File: config.mk
export PLATFORM = sky130hd
export DESIGN_NAME = utc_date_to_epoch_seconds
export DESIGN_NICKNAME = d
export VERILOG_FILES = /design/src/utc2ep_pkg.sv /design/src/utc2ep_days.sv /design/src/utc_date_to_epoch_seconds.sv
export SDC_FILE = /design/constraint.sdc
export NUM_CORES = 1
export LEC_CHECK = 0
export BUFFER_PORTS_ARGS = -buffer_cell sky130_fd_sc_hd__buf_2
export CORE_AREA = 2 2 247 200
export CTS_CLUSTER_DIAMETER = 100
export DETAILED_ROUTE_END_ITERATION = 6
export DIE_AREA = 0 0 249 202
export HOLD_SLACK_MARGIN = 0.02
export PLACE_DENSITY_LB_ADDON = 0.3
export SLEW_MARGIN = 20
export SYNTH_ARGS = -nofsm -noshare
export SYNTH_HDL_FRONTEND = slang
export SYNTH_SLANG_ARGS = --single-unit
File: constraint.sdc
create_clock -name i_clk -period 7.3 [get_ports i_clk]
set_input_delay 1.095 -clock i_clk [delete_from_list [all_inputs] [get_ports i_clk]]
set_output_delay 1.095 -clock i_clk [all_outputs]
set_load 0.05 [all_outputs]
File: src/utc2ep_pkg.sv
// constants, types and the month table for the date to epoch converter
package utc2ep_pkg;

    // field widths
    localparam int unsigned YEAR_W  = 14;
    localparam int unsigned BYTE_W  = 8;
    localparam int unsigned IN_W    = 56;
    localparam int unsigned OUT_W   = 40;
    localparam int unsigned TSEC_W  = 20;
    localparam int unsigned DAYS_W  = 24;
    localparam int unsigned YE_W    = 15;

    // year offset so that the shifted year is always positive and a multiple of 400 away
    // ye = years_since_1900 + 1900 + 8000, month carry folded in with its bias of 11
    localparam logic [15:0] YE_BIAS   = 16'd9889;
    // month bias so that the month index is nonnegative (11 times 12)
    localparam logic [8:0]  MON_BIAS  = 9'd132;
    // reciprocals for the constant divisions
    localparam logic [16:0] RECIP_12  = 17'd171;      // floor(v/12) = (v*171) >> 11
    localparam logic [29:0] RECIP_100 = 30'd20972;    // floor(v/100) = (v*20972) >> 21
    // sum of all constant day offsets: year shift, epoch day count, day-1
    localparam logic [31:0] DAY_OFFSET = 32'd3641469;
    localparam logic signed [41:0] SECS_PER_DAY = 42'sd86400;

    // operands of the day count stage
    typedef struct packed {
        logic [YE_W-1:0]   ye;     // shifted year, year + 8000
        logic [7:0]        q100;   // floor((ye + 99) / 100)
        logic [3:0]        mon;    // month 0..11
        logic [BYTE_W-1:0] mday;   // day of month, signed
    } t_day_in;

    // days before the first of a month in a common year
    function automatic logic [8:0] month_start(input logic [3:0] m);
        logic [8:0] d;
        case (m)
            4'd0:    d = 9'd0;
            4'd1:    d = 9'd31;
            4'd2:    d = 9'd59;
            4'd3:    d = 9'd90;
            4'd4:    d = 9'd120;
            4'd5:    d = 9'd151;
            4'd6:    d = 9'd181;
            4'd7:    d = 9'd212;
            4'd8:    d = 9'd243;
            4'd9:    d = 9'd273;
            4'd10:   d = 9'd304;
            default: d = 9'd334;
        endcase
        return d;
    endfunction

endpackage

File: src/utc2ep_days.sv
// day count since 1970-01-01 from shifted year, century quotient, month and day
module utc2ep_days (
    input  utc2ep_pkg::t_day_in       i_op,
    output logic [utc2ep_pkg::DAYS_W-1:0] o_days
);
    import utc2ep_pkg::*;

    logic        div4;
    logic        div100;
    logic        leap;
    logic [15:0] cent_back;
    logic [31:0] pos;
    logic [31:0] total;

    // gregorian leap rule on the shifted year (shift keeps mod 4 and mod 400)
    assign cent_back = 16'(i_op.q100) * 16'd100;
    assign div4      = (i_op.ye[1:0] == 2'b00);
    assign div100    = (cent_back == 16'(i_op.ye));
    assign leap      = div4 && (!div100 || (i_op.q100[1:0] == 2'b00));

    // positive parts: 365 y + ceil(y/4) + ceil(y/400) + month start + leap day
    assign pos = 32'(i_op.ye) * 32'd365
               + 32'((i_op.ye + 15'd3) >> 2)
               + 32'((i_op.q100 + 8'd3) >> 2)
               + 32'(month_start(i_op.mon))
               + 32'(leap && (i_op.mon > 4'd1));

    // modular sum keeps the two's complement result
    assign total = pos - 32'(i_op.q100) + {{24{i_op.mday[7]}}, i_op.mday} - DAY_OFFSET;
    assign o_days = total[DAYS_W-1:0];

endmodule

File: src/utc_date_to_epoch_seconds.sv
// top level: broken-down utc date and time to signed seconds since the epoch
// Takes one date per cycle on the slave stream and gives signed 40-bit seconds since
// 1970-01-01 00:00:00 utc on the master stream. The pipeline holds four items in
// flight (input register, month/time stage, century stage, day stage) plus the output
// register; each stage has its own valid bit and moves whenever the stage after it is
// empty or moving, so throughput is one transaction per cycle while the output is taken.
// Month carries into the year with floor semantics, day, hour, minute and second are
// added linearly without range checks, and every input pattern fits the result width.
module utc_date_to_epoch_seconds (
    input  logic        i_clk,
    input  logic        i_rst_n,
    input  logic        s_axis_tvalid,
    output logic        s_axis_tready,
    // [13:0] years_since_1900, [21:14] month_index, [29:22] day_of_month,
    // [37:30] hour_value, [45:38] minute_value, [53:46] second_value, [55:54] zero
    input  logic [55:0] s_axis_tdata,
    output logic        m_axis_tvalid,
    input  logic        m_axis_tready,
    // [39:0] epoch_seconds
    output logic [39:0] m_axis_tdata
);
    import utc2ep_pkg::*;

    // stage valid bits and advance conditions
    logic r_v1, r_v2, r_v3, r_v4;
    logic rdy1, rdy2, rdy3, rdy4, rdy5;

    assign rdy5 = !m_axis_tvalid || m_axis_tready;
    assign rdy4 = !r_v4 || rdy5;
    assign rdy3 = !r_v3 || rdy4;
    assign rdy2 = !r_v2 || rdy3;
    assign rdy1 = !r_v1 || rdy2;
    assign s_axis_tready = rdy1;

    // stage 1: input register
    logic [IN_W-1:0] r_in;

    // stage 1 logic: month normalization, shifted year, time of day seconds
    logic [BYTE_W-1:0] f_mon, f_hour, f_min, f_sec;
    logic [YEAR_W-1:0] f_year;
    logic [8:0]        mon_off;
    logic [16:0]       mprod;
    logic [4:0]        q12;
    logic [8:0]        mrem;
    logic [15:0]       ye16;
    logic signed [TSEC_W-1:0] tsec1;

    assign f_year = r_in[13:0];
    assign f_mon  = r_in[21:14];
    assign f_hour = r_in[37:30];
    assign f_min  = r_in[45:38];
    assign f_sec  = r_in[53:46];

    assign mon_off = {f_mon[7], f_mon} + MON_BIAS;
    assign mprod   = 17'(mon_off) * RECIP_12;
    assign q12     = mprod[15:11];
    assign mrem    = mon_off - 9'(q12) * 9'd12;
    assign ye16    = {{2{f_year[13]}}, f_year} + 16'(q12) + YE_BIAS;
    assign tsec1   = $signed({{12{f_hour[7]}}, f_hour}) * 20'sd3600
                   + $signed({{12{f_min[7]}}, f_min}) * 20'sd60
                   + $signed({{12{f_sec[7]}}, f_sec});

    // stage 2 registers
    logic [YE_W-1:0]          r_ye2;
    logic [3:0]               r_mon2;
    logic [BYTE_W-1:0]        r_mday2;
    logic signed [TSEC_W-1:0] r_tsec2;

    // stage 2 logic: century quotient by reciprocal
    logic [29:0] qprod;
    assign qprod = 30'(r_ye2 + 15'd99) * RECIP_100;

    // stage 3 registers
    t_day_in                  r_op3;
    logic signed [TSEC_W-1:0] r_tsec3;

    // stage 3 logic: day count
    logic [DAYS_W-1:0] days3;
    utc2ep_days u_days (
        .i_op   (r_op3),
        .o_days (days3)
    );

    // stage 4 registers
    logic [DAYS_W-1:0]        r_days4;
    logic signed [TSEC_W-1:0] r_tsec4;

    // stage 4 logic: days to seconds plus time of day
    logic signed [41:0] sprod;
    logic [OUT_W-1:0]   n_out;
    assign sprod = $signed({{18{r_days4[DAYS_W-1]}}, r_days4}) * SECS_PER_DAY;
    assign n_out = sprod[OUT_W-1:0] + {{(OUT_W-TSEC_W){r_tsec4[TSEC_W-1]}}, r_tsec4};

    // output register
    logic [OUT_W-1:0] r_out;
    logic             r_ov;
    assign m_axis_tvalid = r_ov;
    assign m_axis_tdata  = r_out;

    // valid bits
    always_ff @(posedge i_clk) begin
        if (!i_rst_n) begin
            r_v1 <= 1'b0;
            r_v2 <= 1'b0;
            r_v3 <= 1'b0;
            r_v4 <= 1'b0;
            r_ov <= 1'b0;
        end else begin
            if (rdy1) r_v1 <= s_axis_tvalid;
            if (rdy2) r_v2 <= r_v1;
            if (rdy3) r_v3 <= r_v2;
            if (rdy4) r_v4 <= r_v3;
            if (rdy5) r_ov <= r_v4;
        end
    end

    // payload registers
    always_ff @(posedge i_clk) begin
        if (rdy1 && s_axis_tvalid) begin
            r_in <= s_axis_tdata;
        end
        if (rdy2 && r_v1) begin
            r_ye2   <= ye16[YE_W-1:0];
            r_mon2  <= mrem[3:0];
            r_mday2 <= r_in[29:22];
            r_tsec2 <= tsec1;
        end
        if (rdy3 && r_v2) begin
            r_op3.ye   <= r_ye2;
            r_op3.q100 <= qprod[28:21];
            r_op3.mon  <= r_mon2;
            r_op3.mday <= r_mday2;
            r_tsec3    <= r_tsec2;
        end
        if (rdy4 && r_v3) begin
            r_days4 <= days3;
            r_tsec4 <= r_tsec3;
        end
        if (rdy5 && r_v4) begin
            r_out <= n_out;
        end
    end

endmodule

==> results.py <==
metrics = {
    "setup_path": {
        "cp-start-kind": "flop",
        "end_kind": "flop",
        "crit_arrival_ns": 7.49,
        "cp_slowest_stage_delay_ns": 0.59,
        "path_max_fanout": 4,
        "cpMaxStageDelayCell": "fa_1",
        "crit_type": "reg -> reg",
        "cp.required_ns": 7.69,
    },
    "layout": {
        "diodes": 0,
        "layout.cells.non_filler": 3406,
        "fin_area_um2": 31090,
        "fin_nets": 3617,
        "syn2layout_area_growth_pct": 11.08,
        "drive_gt1_share_pct": 10.33,
    },
    "clocking": {
        "numCtsBuffers": 28,
        "postCtsHoldBufs": 0,
        "clockRootBuffer": "clkbuf_16",
        "htreeDepth": 1,
        "cts_tree": "yes",
        "insertion_delay_ns": 0.58,
        "clkTransAtPathRegs_ns": 0.07,
        "cts_num_sinks": 254,
        "clockBufferDepth": 3,
    },
    "global_route": {
        "grt_pass1_wl_mm": 91.00,
        "antenna_found_initial": 0,
        "grt_pass1_vias": 19147,
        "grtUsageTotal_pct": 21.98,
        "grt_overflow": 0,
        "grt_max_degree": 56,
    },
    "sta": {
        "hold_viol": 0,
        "clock_skew_ns": 0.01500,
        "rsz0062_at_grt": "yes",
        "maxSlewViolCount": 0,
        "tightest_slew_ns": 0.9659,
        "period_needed_ns": 7.101,
        "max_slew_margin_pct": 34.90,
        "period_share_pct": 97.27,
        "fmax_mhz": 140.8,
        "setup_viol": 0,
        "postLayoutSetupSlackWorst_ns": 0.1991,
        "fin_setup_tns_ns": 0,
    },
    "drt": {
        "drt_wl_total_mm": 54.93,
        "dr_total_vias": 18138,
        "ant_nets": 0,
        "drc_errors": 0,
        "drt_first_pass_iters": 5,
        "avgRoutedWirePerCell_um": 16.13,
        "post_drt_via_cell_ratio": 5.325,
        "drt_iter0_markers": 1074,
    },
    "logic_synthesis": {
        "yosys_register_bits": 254,
        "synth_edf_count": 240,
        "seq_area_frac_synth_pct": 26.75,
        "syn_nets": 3435,
        "synthFlopType": "edfxtp_1",
        "syn_avg_cell_area_um2": 10.88,
        "synth_area_um2": 27990,
        "yosysWarnings": 0,
        "async_reset_ff_share_pct": 0,
        "syn_inst": 2573,
        "synth_cell_types": 73,
    },
    "floorplan": {
        "core_area_um2": 47840,
        "die_h_um": 202,
        "start_util_pct": 58.51,
        "io_pins": 102,
        "die_w_um": 249,
        "rows": 72,
        "die_area_um2": 50300,
    },
    "flow_run": {
        "maxCapViolCount": 0,
    },
    "place": {
        "placed_cell_area_um2": 29600,
        "pre_cts_ws_ns": -0.3952,
        "placedCellCount": 3337,
        "place.gp.congestion": 0.8930,
        "portBuffers": 99,
        "dp_hpwl_mm": 45.86,
    },
    "status": {
        "status": "finished clean",
    },
    "min_path": {
        "min_path_type": "reg -> reg",
    },
}
==> metal layers <==
metal / GRT usage (%) / vias to the layer above / share of wire (%)
met3: 3.168 / 52 / 4.6
li1: - / 8880 / -
met5: 0 / - / 0
met1: 31.85 / 8906 / 48
met4: 4.069 / 0 / 1.4
met2: 35.70 / 300 / 46
==> cells in the final DEF, fill, tap and decap left out, drive strengths merged, types with 14 or more instances in the layout <==
master,n
inv,632
ha,494
fa,308
edfxtp,240
buf,161
xnor2,147
a21oi,105
nor2,87
nand2,67
o21ai,67
xor2,54
a21o,41
nand3,33
nor3,29
clkbuf,29
nor2b,23
o21bai,17
o21a,16
o31ai,16
nand2b,15
nand4,14
dfxtp,14
a211oi,14
==> registers in the layout, indices dropped and copies added, names as in the netlist, named ones only <==
| signal | count |
|---|---|
| r_ye2 | 15 |
| r_v4 | 1 |
| r_tsec3 | 20 |
| m_axis_tdata | 40 |
| m_axis_tvalid | 1 |
| r_v3 | 1 |
| r_tsec4 | 20 |
| r_in | 54 |
| r_days4 | 24 |
| r_mon2 | 4 |
| r_v2 | 1 |
| r_v1 | 1 |
| r_tsec2 | 20 |
| r_op3 | 35 |
| r_mday2 | 8 |
==> cell type report <==
cell class / instances / area (um^2)
Multi-Input combinational cell: 1682 / 18420
Fill cell: 3617 / 16750
Sequential cell: 254 / 7487
Inverter: 628 / 2359
Timing Repair Buffer: 161 / 977.2
Tap cell: 629 / 787.0
Clock buffer: 29 / 704.4
Clock inverter: 23 / 350.3
==> logic make-up after synthesis <==
kind of cell | Yosys count | share of synthesized area, %
flip-flops | 254 | 26.75
adder cells (fa/ha/maj) | 802 | 44.12
AND/OR/NAND/NOR | 319 | 5.682
AO/OA/AOI/OAI | 351 | 8.208
buffers and inverters | 637 | 8.584
XOR/XNOR | 202 | 6.371
multiplexers | 8 | 0.2861
==> worst paths after layout <==
check,from,endpoint,slack (ns),cells after the start
max,r_op3[14]$_DFFE_PP_,r_days4[21]$_DFFE_PP_,0.20,33
min,r_mday2[5]$_DFFE_PP_,r_op3[5]$_DFFE_PP_,0.41,0
max reg2reg,r_op3[14]$_DFFE_PP_,r_days4[21]$_DFFE_PP_,0.20,33
min reg2reg,r_mday2[5]$_DFFE_PP_,r_op3[5]$_DFFE_PP_,0.41,0
==> metrics by stage <==
| step | hold WS (ns) | utilization [%] |
|---|---|---|
| 3_5_place_dp | 0.4045 | 61.87 |
| 4_1_cts | 0.4168 | 64.21 |
| 6_report | 0.4145 | 64.99 |
| 5_1_grt | 0.4166 | 64.99 |
| 2_1_floorplan | 0.4003 | - |
| 3_3_place_gp | 0.4037 | 61.87 |
==> worst max-delay path: cells and delay by family, from the launching register on <==
kind	cells	cell delay, ns
xor gates and xnor gates	1	0.13
adders and majority gates	10	3.32
and+or+nand+nor	6	0.92
buffers and inverters	7	0.73
AOI/OAI and AO/OA	9	1.34
DFF	1	0.47
==> synthesized netlist by cell type (3+ instances only) <==
master	n	area share [%]
a311oi_1	3	0.094
or3_1	4	0.089
nand2_1	67	0.90
inv_1	628	8.4
or2_2	7	0.16
nor3_1	29	0.52
and2_1	6	0.13
and4_1	5	0.16
edfxtp_1	240	26
xnor2_1	147	4.6
o21bai_1	17	0.46
and3_1	12	0.27
a31o_2	5	0.16
o21ai_0	65	1.2
nor2b_1	23	0.51
o311ai_1	3	0.094
a2111oi_0	4	0.13
mux2i_1	8	0.29
fa_1	308	22
a21boi_0	9	0.24
nand2b_1	15	0.34
nor3b_1	4	0.11
clkbuf_1	6	0.080
nor4_1	7	0.16
o22ai_1	4	0.089
o31ai_1	16	0.43
xor2_1	54	1.7
a31oi_1	10	0.22
o21a_1	16	0.43
dfxtp_1	14	1.0
a211oi_1	12	0.32
nor2_1	87	1.2
buf_4	3	0.080
a21oi_1	104	1.9
o211ai_1	9	0.24
ha_1	494	22
a21o_1	39	1.0
nand4_1	14	0.31
nand3_1	31	0.55
==> repair_timing <==
item,in CTS,in global routing
cloned,0,0
gates resized for setup,12,45
setup buffers,3,13
setup endpoints to repair,8,11
pin swaps,9,30
Power is not shown: default switching activity piles up to over one toggle a cycle in this logic, so the estimate is an artifact.
